$ cat src/sv/ilcdw_pkg.sv
// Package for the LCD port-expander writer: beat types, register indexes,
// sequencer phases and the expander bit layout. Depends on nothing.
package ilcdw_pkg;

  // Command kinds carried in the kind field of an input beat
  typedef enum logic [1:0] {
    KIND_TICK   = 2'd0,
    KIND_BYTE   = 2'd1,
    KIND_NIBBLE = 2'd2,
    KIND_LIGHT  = 2'd3
  } kind_e;

  // Configuration register indexes
  localparam int unsigned CfgIdxW = 8;
  localparam logic [CfgIdxW-1:0] CFG_SLAVE_ADDRESS     = 8'd0;
  localparam logic [CfgIdxW-1:0] CFG_STROBE_GAP_TICKS  = 8'd1;
  localparam logic [CfgIdxW-1:0] CFG_ENABLE_HOLD_TICKS = 8'd2;

  // Register reset values
  localparam logic [6:0] SLAVE_ADDRESS_RST     = 7'd39;
  localparam logic [7:0] STROBE_GAP_TICKS_RST  = 8'd1;
  localparam logic [7:0] ENABLE_HOLD_TICKS_RST = 8'd10;

  // Expander bit layout: D7..D4, BL, EN, RW, RS
  localparam logic [7:0] NIB_HIGH_MASK = 8'hF0;
  localparam logic [7:0] NIB_LOW_MASK  = 8'h0F;
  localparam logic [7:0] BIT_RS        = 8'h01;
  localparam logic [7:0] BIT_EN        = 8'h04;
  localparam logic [7:0] BIT_BL        = 8'h08;
  localparam logic [2:0] TOP_BIT       = 3'd7;

  // Line sequencer phases
  typedef enum logic [3:0] {
    PH_IDLE = 4'd0,
    PH_ST0  = 4'd1,
    PH_ST1  = 4'd2,
    PH_ST2  = 4'd3,
    PH_ST3  = 4'd4,
    PH_B0   = 4'd5,
    PH_B1   = 4'd6,
    PH_B2   = 4'd7,
    PH_A0   = 4'd8,
    PH_A1   = 4'd9,
    PH_A2   = 4'd10,
    PH_P0   = 4'd11,
    PH_P1   = 4'd12,
    PH_P2   = 4'd13,
    PH_WAIT = 4'd14
  } phase_e;

  typedef struct packed {
    logic [1:0] kind;
    logic [7:0] value;
    logic       reg_select;
    logic       light_on;
    logic       sda_in;
  } in_item_t;

  typedef struct packed {
    logic scl_release;
    logic sda_release;
    logic busy_res;
    logic accepted;
    logic nack_seen;
    logic done_res;
  } out_item_t;

  // Register values seen by the sequencer
  typedef struct packed {
    logic [6:0] slave_address;
    logic [7:0] strobe_gap_ticks;
    logic [7:0] enable_hold_ticks;
  } cfg_t;

endpackage

$ cat src/sv/i2c_lcd_expander_writer.sv
// Top level of the LCD port-expander writer: input and result registers
// around the line sequencer. Depends on ilcdw_pkg, ilcdw_cfg_regs, ilcdw_seq.
//
//   channel   handshake                 payload
//   in        in_valid_i / in_stall_o   in_item_i  (in_item_t)
//   out       out_valid_o / out_stall_i out_item_o (out_item_t)
//   cfg       cfg_valid_i / cfg_ready_o cfg_index_i, cfg_data_i
//
// One beat per clock unless the result register stalls; a beat's result is
// offered on out_item_o after the input register and then the result
// register. Each tick beat steps a busy sequencer. Reset puts both lines
// released, sequencer idle and the registers at their defaults. A stalled
// result register holds the input register, which then stalls the input side.
module i2c_lcd_expander_writer (
  input  logic                          clk_i,
  input  logic                          rst_ni,
  input  logic                          in_valid_i,
  output logic                          in_stall_o,
  input  ilcdw_pkg::in_item_t           in_item_i,
  output logic                          out_valid_o,
  input  logic                          out_stall_i,
  output ilcdw_pkg::out_item_t          out_item_o,
  input  logic                          cfg_valid_i,
  output logic                          cfg_ready_o,
  input  logic [ilcdw_pkg::CfgIdxW-1:0] cfg_index_i,
  input  logic [7:0]                    cfg_data_i
);
  import ilcdw_pkg::*;

  logic      in_valid_q;
  in_item_t  in_item_q;
  logic      out_valid_q;
  out_item_t out_item_q;
  out_item_t res;
  cfg_t      cfg;
  logic      advance, step;

  ilcdw_cfg_regs u_cfg (
    .clk_i       (clk_i),
    .rst_ni      (rst_ni),
    .cfg_valid_i (cfg_valid_i),
    .cfg_ready_o (cfg_ready_o),
    .cfg_index_i (cfg_index_i),
    .cfg_data_i  (cfg_data_i),
    .cfg_o       (cfg)
  );

  // Advance when the result register is free or being drained
  assign advance    = !out_valid_q || !out_stall_i;
  assign step       = in_valid_q && advance;
  assign in_stall_o = in_valid_q && !advance;

  ilcdw_seq u_seq (
    .clk_i  (clk_i),
    .rst_ni (rst_ni),
    .step_i (step),
    .item_i (in_item_q),
    .cfg_i  (cfg),
    .res_o  (res)
  );

  // Input register
  always_ff @(posedge clk_i or negedge rst_ni) begin
    if (!rst_ni) begin
      in_valid_q <= 1'b0;
    end else if (!in_stall_o) begin
      in_valid_q <= in_valid_i;
    end
  end

  always_ff @(posedge clk_i) begin
    if (in_valid_i && !in_stall_o) begin
      in_item_q <= in_item_i;
    end
  end

  // Result register
  always_ff @(posedge clk_i or negedge rst_ni) begin
    if (!rst_ni) begin
      out_valid_q <= 1'b0;
    end else if (advance) begin
      out_valid_q <= step;
    end
  end

  always_ff @(posedge clk_i) begin
    if (step) begin
      out_item_q <= res;
    end
  end

  assign out_valid_o = out_valid_q;
  assign out_item_o  = out_item_q;

endmodule

$ cat src/sv/ilcdw_cfg_regs.sv
// Configuration register file of the LCD port-expander writer.
// Depends on ilcdw_pkg for register indexes, reset values and cfg_t.
module ilcdw_cfg_regs (
  input  logic                          clk_i,
  input  logic                          rst_ni,
  input  logic                          cfg_valid_i,
  output logic                          cfg_ready_o,
  input  logic [ilcdw_pkg::CfgIdxW-1:0] cfg_index_i,
  input  logic [7:0]                    cfg_data_i,
  output ilcdw_pkg::cfg_t               cfg_o
);
  import ilcdw_pkg::*;

  cfg_t cfg_q, cfg_d;

  // Writes are always taken
  assign cfg_ready_o = 1'b1;

  // Decode the index; drop writes beyond the register list
  always_comb begin
    cfg_d = cfg_q;
    if (cfg_valid_i) begin
      unique case (cfg_index_i)
        CFG_SLAVE_ADDRESS:     cfg_d.slave_address     = cfg_data_i[6:0];
        CFG_STROBE_GAP_TICKS:  cfg_d.strobe_gap_ticks  = cfg_data_i;
        CFG_ENABLE_HOLD_TICKS: cfg_d.enable_hold_ticks = cfg_data_i;
        default: ;
      endcase
    end
  end

  always_ff @(posedge clk_i or negedge rst_ni) begin
    if (!rst_ni) begin
      cfg_q.slave_address     <= SLAVE_ADDRESS_RST;
      cfg_q.strobe_gap_ticks  <= STROBE_GAP_TICKS_RST;
      cfg_q.enable_hold_ticks <= ENABLE_HOLD_TICKS_RST;
    end else begin
      cfg_q <= cfg_d;
    end
  end

  assign cfg_o = cfg_q;

endmodule

$ cat src/sv/ilcdw_seq.sv
// Line sequencer: holds the I2C bit-bang state and works out one step per
// beat, giving the result beat. Depends on ilcdw_pkg.
module ilcdw_seq (
  input  logic                 clk_i,
  input  logic                 rst_ni,
  input  logic                 step_i,
  input  ilcdw_pkg::in_item_t  item_i,
  input  ilcdw_pkg::cfg_t      cfg_i,
  output ilcdw_pkg::out_item_t res_o
);
  import ilcdw_pkg::*;

  phase_e     phase_q, phase_d;
  logic [2:0] bit_q, bit_d;
  logic [7:0] shift_q, shift_d;
  logic [2:0] left_q, left_d;
  logic       addr_q, addr_d;
  logic [7:0] wait_q, wait_d;
  logic       bl_q, bl_d;
  logic [7:0] pend_q, pend_d;
  logic       rs_q, rs_d;
  logic       nack_q, nack_d;
  logic       scl_q, scl_d;
  logic       sda_q, sda_d;
  logic       light_q, light_d;

  logic       is_tick, idle, take, adv;
  logic [7:0] wait_sel, wait_dec;
  logic [2:0] left_dec;
  logic       last_frame, done;

  // Data byte of the current expander write
  function automatic logic [7:0] frame_data(input logic       light,
                                            input logic [7:0] pend,
                                            input logic [2:0] left,
                                            input logic       rs,
                                            input logic       bl);
    logic [3:0] nib;
    logic [7:0] d;
    nib = (left >= 3'd3) ? pend[7:4] : pend[3:0];
    d   = {nib, 4'b0000} & NIB_HIGH_MASK;
    if (rs)       d = d | BIT_RS;
    if (bl)       d = d | BIT_BL;
    if (!left[0]) d = d | BIT_EN;
    return light ? pend : d;
  endfunction

  assign is_tick    = (item_i.kind == KIND_TICK);
  assign idle       = (phase_q == PH_IDLE);
  assign take       = step_i && !is_tick && idle;
  assign adv        = step_i && is_tick && !idle;
  assign wait_sel   = left_q[0] ? cfg_i.enable_hold_ticks : cfg_i.strobe_gap_ticks;
  assign wait_dec   = (wait_q != 8'd0) ? wait_q - 8'd1 : wait_q;
  assign left_dec   = left_q - 3'd1;
  assign last_frame = light_q || (left_q == 3'd0);

  // Next phase
  always_comb begin
    phase_d = phase_q;
    if (take) begin
      phase_d = PH_ST0;
    end else if (adv) begin
      unique case (phase_q)
        PH_ST0:  phase_d = PH_ST1;
        PH_ST1:  phase_d = PH_ST2;
        PH_ST2:  phase_d = PH_ST3;
        PH_ST3:  phase_d = PH_B0;
        PH_B0:   phase_d = PH_B1;
        PH_B1:   phase_d = PH_B2;
        PH_B2:   phase_d = (bit_q == 3'd0) ? PH_A0 : PH_B0;
        PH_A0:   phase_d = PH_A1;
        PH_A1:   phase_d = PH_A2;
        PH_A2:   phase_d = addr_q ? PH_B0 : PH_P0;
        PH_P0:   phase_d = PH_P1;
        PH_P1:   phase_d = PH_P2;
        PH_P2: begin
          if (last_frame)                phase_d = PH_IDLE;
          else if (wait_sel != 8'd0)     phase_d = PH_WAIT;
          else if (left_dec == 3'd0)     phase_d = PH_IDLE;
          else                           phase_d = PH_ST0;
        end
        PH_WAIT: begin
          if (wait_dec != 8'd0)          phase_d = PH_WAIT;
          else if (left_q == 3'd0)       phase_d = PH_IDLE;
          else                           phase_d = PH_ST0;
        end
        default: phase_d = PH_IDLE;
      endcase
    end
  end

  // Datapath and line levels
  always_comb begin
    bit_d   = bit_q;
    shift_d = shift_q;
    left_d  = left_q;
    addr_d  = addr_q;
    wait_d  = wait_q;
    bl_d    = bl_q;
    pend_d  = pend_q;
    rs_d    = rs_q;
    nack_d  = nack_q;
    scl_d   = scl_q;
    sda_d   = sda_q;
    light_d = light_q;
    done    = 1'b0;
    if (take) begin
      nack_d  = 1'b0;
      rs_d    = item_i.reg_select;
      light_d = (item_i.kind == KIND_LIGHT);
      case (item_i.kind)
        KIND_BYTE: begin
          pend_d = item_i.value;
          left_d = 3'd4;
        end
        KIND_NIBBLE: begin
          pend_d = item_i.value & NIB_LOW_MASK;
          left_d = 3'd2;
        end
        default: begin
          bl_d   = item_i.light_on;
          pend_d = item_i.light_on ? BIT_BL : 8'd0;
          left_d = 3'd1;
        end
      endcase
      addr_d  = 1'b1;
      shift_d = {cfg_i.slave_address, 1'b0};
      bit_d   = TOP_BIT;
    end else if (adv) begin
      unique case (phase_q)
        PH_ST0: sda_d = 1'b1;
        PH_ST1: scl_d = 1'b1;
        PH_ST2: sda_d = 1'b0;
        PH_ST3: scl_d = 1'b0;
        PH_B0:  sda_d = shift_q[bit_q];
        PH_B1:  scl_d = 1'b1;
        PH_B2: begin
          scl_d = 1'b0;
          if (bit_q != 3'd0) bit_d = bit_q - 3'd1;
        end
        PH_A0:  sda_d = 1'b1;
        PH_A1: begin
          scl_d = 1'b1;
          if (item_i.sda_in) nack_d = 1'b1;
        end
        PH_A2: begin
          scl_d = 1'b0;
          if (addr_q) begin
            addr_d  = 1'b0;
            shift_d = frame_data(light_q, pend_q, left_q, rs_q, bl_q);
            bit_d   = TOP_BIT;
          end
        end
        PH_P0:  sda_d = 1'b0;
        PH_P1:  scl_d = 1'b1;
        PH_P2: begin
          sda_d = 1'b1;
          if (last_frame) begin
            left_d = 3'd0;
            done   = 1'b1;
          end else begin
            wait_d = wait_sel;
            left_d = left_dec;
            if (wait_sel == 8'd0) begin
              if (left_dec == 3'd0) begin
                done = 1'b1;
              end else begin
                addr_d  = 1'b1;
                shift_d = {cfg_i.slave_address, 1'b0};
                bit_d   = TOP_BIT;
              end
            end
          end
        end
        PH_WAIT: begin
          wait_d = wait_dec;
          if (wait_dec == 8'd0) begin
            if (left_q == 3'd0) begin
              done = 1'b1;
            end else begin
              addr_d  = 1'b1;
              shift_d = {cfg_i.slave_address, 1'b0};
              bit_d   = TOP_BIT;
            end
          end
        end
        default: ;
      endcase
    end
  end

  always_ff @(posedge clk_i or negedge rst_ni) begin
    if (!rst_ni) begin
      phase_q <= PH_IDLE;
      bit_q   <= TOP_BIT;
      shift_q <= 8'd0;
      left_q  <= 3'd0;
      addr_q  <= 1'b0;
      wait_q  <= 8'd0;
      bl_q    <= 1'b1;
      pend_q  <= 8'd0;
      rs_q    <= 1'b0;
      nack_q  <= 1'b0;
      scl_q   <= 1'b1;
      sda_q   <= 1'b1;
      light_q <= 1'b0;
    end else begin
      phase_q <= phase_d;
      bit_q   <= bit_d;
      shift_q <= shift_d;
      left_q  <= left_d;
      addr_q  <= addr_d;
      wait_q  <= wait_d;
      bl_q    <= bl_d;
      pend_q  <= pend_d;
      rs_q    <= rs_d;
      nack_q  <= nack_d;
      scl_q   <= scl_d;
      sda_q   <= sda_d;
      light_q <= light_d;
    end
  end

  // Result beat as it stands after this step
  always_comb begin
    res_o.scl_release = scl_d;
    res_o.sda_release = sda_d;
    res_o.busy_res    = (phase_d != PH_IDLE);
    res_o.accepted    = take;
    res_o.nack_seen   = nack_d;
    res_o.done_res    = done;
  end

  // A taken command always opens a start condition
  a_take_starts: assert property (@(posedge clk_i) disable iff (!rst_ni)
    take |=> (phase_q == PH_ST0))
    else $error("accepted command did not start a frame");

  // Finishing leaves the sequencer idle
  a_done_idle: assert property (@(posedge clk_i) disable iff (!rst_ni)
    done |-> (phase_d == PH_IDLE))
    else $error("done raised while still busy");

  // The idle count is never empty while waiting
  a_wait_nonzero: assert property (@(posedge clk_i) disable iff (!rst_ni)
    (phase_q == PH_WAIT) |-> (wait_q != 8'd0))
    else $error("wait phase with empty count");

endmodule
$ cat config.mk
export PLATFORM = sky130hd
export DESIGN_NAME = i2c_lcd_expander_writer
export DESIGN_NICKNAME = d
export VERILOG_FILES = /design/src/sv/ilcdw_pkg.sv /design/src/sv/i2c_lcd_expander_writer.sv /design/src/sv/ilcdw_cfg_regs.sv /design/src/sv/ilcdw_seq.sv
export SDC_FILE = /design/constraint.sdc
export NUM_CORES = 1
export LEC_CHECK = 0
export BUFFER_PORTS_ARGS = -buffer_cell sky130_fd_sc_hd__buf_2
export CAP_MARGIN = 30
export CORE_UTILIZATION = 33
export DETAILED_ROUTE_END_ITERATION = 6
export PLACE_DENSITY = 0.47
export SKIP_LAST_GASP = 1
export SLEW_MARGIN = 20
export SYNTH_ARGS = -nofsm -noshare
export SYNTH_HDL_FRONTEND = slang
export SYNTH_SLANG_ARGS = --single-unit
export TNS_END_PERCENT = 30
$ cat constraint.sdc
create_clock -name clk_i -period 6.6 [get_ports clk_i]
set_input_delay 0.66 -clock clk_i [delete_from_list [all_inputs] [get_ports clk_i]]
set_output_delay 0.66 -clock clk_i [all_outputs]
set_load 0.01 [all_outputs]
After elaboration in Yosys (flattened, before gate mapping) --
Index checks and enable logic that the tools add are counted.
Word-level totals: memories 0, output and inout port bits 9, logic and storage cells 183, bits in writable memories 0, register bits 85, input port bits 34, bits in read-only memories 0, bits in latches 0
Operators by class: reductions and logical operators 48, bitwise operators 3, divide/modulo/power cells 0, muxes and demuxes 71, add/sub/neg operators 3, multipliers 0, $lt $le $gt $ge 2, eq/ne operators 27, shift-type cells 0
Operator list (number):
- $mux 8 | 12
- $pmux 4 s14 | 1
- $mux 3 | 14
- $mux 4 | 10
- $pmux 8 s2 | 2
- $eq 4x4->1 const B | 7
- $logic_not 8->1 | 3
- $mux 1 | 24
- $pmux 8 s3 | 1
- $reduce_bool 8->1 | 3
- $eq 4x3->1 const B | 4
- $ne 3x1->1 const B | 4
- $pmux 3 s4 | 1
- $reduce_and 2->1 | 5
- $logic_not 3->1 | 3
- $ne 3x2->1 const B | 3
- $reduce_and 9->1 | 1
- $eq 4x2->1 const B | 2
- $eq 8x1->1 const B | 1
- $eq 8x2->1 const B | 1
- $reduce_and 8->1 | 1
- $reduce_bool 4->1 | 2
- $sub 8x1->8 const B | 1
- $logic_and 1x1->1 | 7
- 24 further kinds | 41

Logic depth before layout (Yosys ltp) --
Gate-level depths: netlist (run 1).
word-level depth 9, depth in mapped cells 11, mapped depth without buffers 8

Cells and area by module --
From an unflattened synthesis (run 1), not the netlist that was laid out.
Second synthesis, totals: cells, all modules 450, area total of the unflattened synthesis 4840.9 um^2
Modules (own cells, without submodules):
- ilcdw_seq | instances 1, area an instance 3201.8 um^2, cells each 368
- ilcdw_cfg_regs | instances 1, area an instance 975.9 um^2, cells each 55
- i2c_lcd_expander_writer | instances 1, area an instance 663.1 um^2, cells each 27

Worst setup path before layout (run 1) --
No wires, ideal clock.
path type flip-flop to flip-flop, start reg u_seq.wait_q[0], end reg out_item_q (netlist bit out_item_o[3]) (data pin), path slack 3985 ps, stages on the path, launching flop included 10, path buffers 1, library setup time 272 ps, data required time 6328 ps, data arrival time 2343 ps, path through dfrtp_1 > buf_6 > inv_1 > ha_1 > or3b_1 > o21ai_0 > o2111ai_2 > o21ai_4 > a41oi_1 > or4_1
RTL lines:
- start, declared | line ilcdw_seq.sv:18 | logic [7:0] wait_q, wait_d;
- start signal, assigned | line ilcdw_seq.sv:213 | wait_q <= wait_d;
- end signal, assigned | line i2c_lcd_expander_writer.sv:88 | out_item_q <= res;
- end, declared | line i2c_lcd_expander_writer.sv:33 | out_item_t out_item_q;

==> flow_summary.yaml, run 1 <==
status:
  outcome: "finished, final reports clean"
sta:
  final_hold_viol_count: 0
  rsz0062_at_grt: "no"
  setup_viol: 0
  fmax_ghz: 0.310
  tightestPinTransition_ns: 0.760
  slew_headroom_pct: 49.4
  period_share_pct: 48.9
  slew_viol_final: 0
  min_period_ns: 3.23
  tns_ns: 0
  fin_skew_ns: 0.00578
power:
  power.density_nw_per_um2: 397
  p_leak_nw: 2.27
  peakVddDrop_mv: 0.122
drt:
  wl_per_cell_um: 16.0
  drt-total-wl_mm: 10.2
  dr.pass1.iters: 4
  drt-initial-drc-count: 129
  drtAntennaViolNets: 0
  avgViaCountPerCell: 5.26
  remaining_drc_errors: 0
  num_vias: 3374
clocking:
  postCtsResizedCells: 0
  htreeDepth: 3
  post-cts-setup-buffers: 0
  clkSlewWorstSetupHoldPaths_ns: 0.06
  numCtsBuffers: 9
  cts.sinks: 85
  cts_tree: "yes"
  root_buffer: "clkbuf_16"
  clk_latency_ns: 0.35
  cts_buffer_depth: 2
  hold_buffers: 0
finish:
  drive_gt1_share_pct: 26.0
  fillers: 1366
  antenna_cells: 0
  area_growth_pct: 12.4
  fin_cells: 641
  layout_commonest_cell: "nand2_1"
  nets: 506
  final_cell_mix: "nand2_1 (54), dfrtp_1 (53), buf_2 (42)"
worst_setup_path:
  cp-start-kind: "flop"
  critical_path_class: "reg -> reg"
  cp.required_ns: 6.68
  reg2reg_depth: 7
  crit_chain: "or4_4 -> or3_1 -> inv_1 -> nor3_1 -> a31oi_1 -> o21a_1 -> or4_1"
  cp.buffers_inverters: 1
  critPathArrivalTime_ns: 3.31
  slowest_delay_ns: 0.76
  crit_slowest_cell: "dfrtp_1"
  crit_path_end_kind: "flop"
  worst-path-stages: 7
  cpLargestDelayFamily: "simple AND/OR/NAND/NOR gates"
  cp_max_fo: 24
floorplanning:
  start_util_pct: 34.3
  die_w_um: 120
  fp.dieH_um: 120
  die-area_um2: 14400
  coreArea_um2: 13500
  core.rowCount: 42
  pin_count: 43
logic_synthesis:
  async_reset_ff_share_pct: 77.6
  synth_flop_cell: "dfrtp_1"
  seq_area_frac_synth_pct: 48.6
  synth_cells: 429
  ys.warnings.count: 0
  syn_nets: 475
  synth_cell_types: 71
  syn_avg_cell_area_um2: 10.7
  syn_area_um2: 4610
  synth_edf_count: 19
  synth_seq_cells: 85
placed_design:
  io_buffers: 41
  gp_congestion: 0.766
  placedCellCount: 624
  hpwl_mm: 7.14
global_route:
  antenna_found_initial: 0
  grt.total_usage_pct: 15.4
  grt_max_degree: 67
  grt.overflow.total: 0
  grt_pass1_wl_mm: 17.3
  grt_pass1_vias: 3355
flow_run:
  cap_viol_max_count: 0
min_path:
  hold_class: "in -> async"
stage by stage:
step	instance area [um2]	total power, mW	hold slack [ns]	utilization [%]	setup WS (ns)
after detailed placement	4850	1.53	0.426	36.0	3.39
final	5180	2.06	0.355	38.5	3.37
after floorplan	4610	1.39	0.364	-	3.99
after global routing	5180	2.21	0.387	38.5	3.16
after global placement	4840	1.52	0.445	36.0	3.44
after CTS	5160	2.07	0.450	38.4	3.37
routing by layer:
layer	global-route usage, %	up-vias	share of wire, %
met5	0	-	0
met4	5.23	0	1.6
met3	3.25	12	3.7
met2	23.6	57	47
met1	21.5	1679	48
li1	-	1626	-
worst paths after layout:
check	from	to	slack (ns)
min	rst_ni	u_cfg.cfg_o[4]	0.36
max in group asynchronous	rst_ni	u_seq.bit_q[2]	5.64
max	u_seq.phase_q[1]	out_item_o[3]	3.37
min reg2reg	in_item_q[2]	u_seq.rs_q	0.46
min in group clk_i	in_item_q[2]	u_seq.rs_q	0.46
max reg2reg	u_seq.phase_q[1]	out_item_o[3]	3.37
kinds of logic (layout without fill, tap and decap cells):
family	Yosys count	in the layout	share of synthesized area, %
AO/OA/AOI/OAI	106	106	15.4
flip-flops	85	85	48.6
buffers and inverters	42	78	5.81
AND/OR/NAND/NOR	132	132	14.5
other	1	1	0.0814
adder cells (fa/ha/maj)	12	12	3.26
multiplexers	49	49	12.1
XOR/XNOR	2	2	0.380
layout make-up:
cell class,count,area [um2],share of cell area [%]
well taps,176,220,4.25
flip-flops and latches,85,2240,43.2
multi-input cells,302,2100,40.6
clock inverters,3,42.5,0.821
clock buffers,13,272,5.24
repair buffers,45,241,4.66
inverters,17,63.8,1.23
sequential cells by signal, summed over array words and instances, names as in the netlist, 3 cells and up:
name           count
in_item_q         13
u_seq.shift_q      8
u_seq.bit_q        3
out_item_o         6
u_seq.wait_q       8
u_seq.phase_q      4
u_seq.left_q       3
u_cfg.cfg_o       23
u_seq.pend_q       8
synthesized netlist by cell type (8+ instances only):
library cell,number,area share [%]
mux2i_1,15,3.3
ha_1,12,3.3
nor2_1,18,1.5
dfrtp_1,53,29
nor3_1,13,1.4
o21ai_0,35,3.8
dfstp_2,13,7.4
edfxtp_1,19,12
a21oi_1,19,2.1
a31oi_1,8,1.1
nand3_1,12,1.3
inv_1,17,1.4
mux2_2,32,7.8
nand2_1,54,4.4
clkbuf_1,10,0.81
power breakdown:
| group | switching [mW] | total, mW | internal [mW] |
|---|---|---|---|
| clock network | 0.211 | 0.537 | 0.326 |
| registers | 0.174 | 0.840 | 0.666 |
| logic | 0.373 | 0.679 | 0.307 |
Power figures use the tool's default switching activity.
==> inputs of run 2 (changes only) <==
ABC_AREA = 1   (was not set)
PLACE_DENSITY = 0.49   (was 0.47)
clock period = 2.9 ns   (was 6.6 ns; I/O delays follow)
==> flow_summary.yaml, run 2 <==
clocking:
  cts_tree: "yes"
  htreeDepth: 3
  root_buffer: "clkbuf_16"
  numCtsBuffers: 9
  cts_buffer_depth: 2
  clkSlewWorstSetupHoldPaths_ns: 0.06
  cts.sinks: 85
  clk_latency_ns: 0.34
  post-cts-setup-buffers: 0
global_route:
  grt_max_degree: 60
  grt_pass1_vias: 3519
  grt_pass1_wl_mm: 16.6
  grt.overflow.total: 0
  antenna_found_initial: 0
  grt.total_usage_pct: 15.0
logic_synthesis:
  synth_top_area_share_pct: 29.5
  yosysTopAreaCell: "dfrtp_1"
  syn_avg_cell_area_um2: 8.43
  seq_area_frac_synth_pct: 49.7
  synth_mux_area_share_pct: 1.56
  synth_compound_area_share_pct: 14.5
  synth_common_cells: "nand2_1 (129), o21ai_0 (67), inv_1 (58), dfrtp_1 (53), nor2_1 (46)"
  ys.warnings.count: 0
  synth-xor-area-share_pct: 0.389
  synth_adder_area_share_pct: 3.34
  syn_nets: 580
  yosysMostFrequentCell: "nand2_1"
  synth_top_family_by_area: "simple AND/OR/NAND/NOR gates"
  syn_area_um2: 4500
  synth_cells: 534
  synth_edf_count: 19
  synth_flop_cell: "dfrtp_1"
  synth_cell_types: 43
  async_reset_ff_share_pct: 77.6
  synth_seq_cells: 85
  synth-simple-area-share_pct: 23.3
  ys_top_cells_by_area: "dfrtp_1 (29%), edfxtp_1 (13%), nand2_1 (11%)"
finish:
  area_growth_pct: 16.3
  final_cell_mix: "nand2_1 (129), o21ai_0 (67), inv_1 (58)"
  utilization_pct: 39.4
  largest_reg_flops: 23
  nets: 625
  drive_gt1_share_pct: 19.5
  antenna_cells: 0
  layout_commonest_cell: "nand2_1"
drt:
  remaining_drc_errors: 0
  num_vias: 3598
  dr.pass1.iters: 5
  drt-total-wl_mm: 9.76
  avgViaCountPerCell: 4.73
  drt-initial-drc-count: 156
  wl_per_cell_um: 12.8
  drtAntennaViolNets: 0
floorplanning:
  fp.dieH_um: 119
  core.rowCount: 42
  start_util_pct: 33.9
  die-area_um2: 14100
  pin_count: 43
  die_w_um: 119
  coreArea_um2: 13300
power:
  p_leak_nw: 2.40
  power.density_nw_per_um2: 824
  peakVddDrop_mv: 0.351
worst_setup_path:
  cp_common_cell: "nor2_1"
  cp_max_fo: 18
  crit_slowest_cell: "dfrtp_1"
  crit_chain: "inv_2 -> ha_1 -> nand2_1 -> inv_1 -> nor2_1 -> nor2_1 -> nor2_2 -> o21ai_0 -> o22a_1"
  cp-start-kind: "flop"
  cp.required_ns: 3.13
  slowest_delay_ns: 0.65
  critPathArrivalTime_ns: 2.72
  critical_path_class: "reg -> reg"
  crit_path_end_kind: "flop"
sta:
  tightestPinTransition_ns: 0.620
  slew_viol_final: 0
  slew_headroom_pct: 58.6
  fin_hold_ws_ns: 0.125
  rsz0062_at_grt: "no"
  min_period_ns: 2.49
  period_share_pct: 86.0
  tns_ns: 0
  setup_viol: 0
  fmax_ghz: 0.401
  fin_skew_ns: 0.00486
  final_hold_viol_count: 0
placed_design:
  io_buffers: 41
  gp_congestion: 0.876
  hpwl_mm: 7.35
min_path:
  hold_class: "in -> reg"
flow_run:
  cap_viol_max_count: 0
status:
  outcome: "finished, final reports clean"
-- run 2: changes by cell type in the layout (fill, tap and decap cells not counted), sizes merged, moves of 13 or more --
cell	before	now
nand2	54	134
inv	17	68
o21ai	37	83
nor2	18	58
mux2	32	0
a21oi	19	6
-- run 2: power by group --
group	switching (mW)	internal, mW
Combinational	0.846	0.503
Sequential	0.221	1.52
Clock	0.469	0.750
-- run 2: kinds of logic (layout without fill, tap and decap cells) --
kind of cell	after synthesis	in the layout
AO/OA/AOI/OAI	108	108
XOR/XNOR	2	2
AND/OR/NAND/NOR	239	239
buffers and inverters	80	130
flip-flops	85	85
multiplexers	7	7
other	1	1
adder cells (fa/ha/maj)	12	12
-- run 2: path summary, 6_finish.rpt --
kind | slack (ns) | startpoint | endpoint | cells past startpoint
worst max-delay path | 0.41 | u_seq.left_q[0] | u_seq.wait_q[6] | 9
worst min-delay path | 0.12 | in_item_i[8] | in_item_q[8] | 1
worst max register to register | 0.41 | u_seq.left_q[0] | u_seq.wait_q[6] | 9
worst min register to register | 0.46 | in_item_q[2] | u_seq.rs_q | 2
max in group asynchronous | 1.95 | rst_ni | u_seq.sda_q | 3
min in group asynchronous | 0.33 | rst_ni | u_cfg.cfg_o[4] | 2
-- run 2: layout make-up --
type | instances | area, um2
clock buffer | 9 | 225
timing repair buffer | 47 | 265
tap | 176 | 220
sequential | 85 | 2240
clock inverter | 7 | 88.8
multi-input combinational | 369 | 1940
fill | 1378 | 8060
inverter | 67 | 251
-- run 2: what timing repair did --
| item | 4_1_cts | 5_1_grt |
|---|---|---|
| resized for setup | 0 | 0 |
| hold buffers | 1 | 0 |
| endpoints found under the hold margin | 6 | 0 |
-- run 2: through the flow --
step / area [um2] / total power [mW] / instances / setup slack (ns)
floorplan: 4500 / 2.75 / 534 / 0.844
global placement: 4910 / 3.10 / 743 / 0.595
detailed placement: 4910 / 3.12 / 743 / 0.413
CTS: 5230 / 4.36 / 760 / 0.410
global route: 5230 / 4.65 / 760 / 0.150
finish: 5230 / 4.31 / 760 / 0.407
-- run 2: critical path, delay by kind of cell, from the launching register on --
family | cells | cell delay [ns]
buffers and inverters | 2 | 0.24
AOI/OAI and AO/OA | 2 | 0.36
and+or+nand+nor | 4 | 0.91
DFF | 1 | 0.65
adders and majority gates | 1 | 0.22
-- run 2: layer usage --
metal / GRT usage, % / share of wire (%)
met1: 19.4 / 49
met2: 24.5 / 46
met3: 2.56 / 3.3
met4: 7.04 / 2.0
met5: 0 / 0
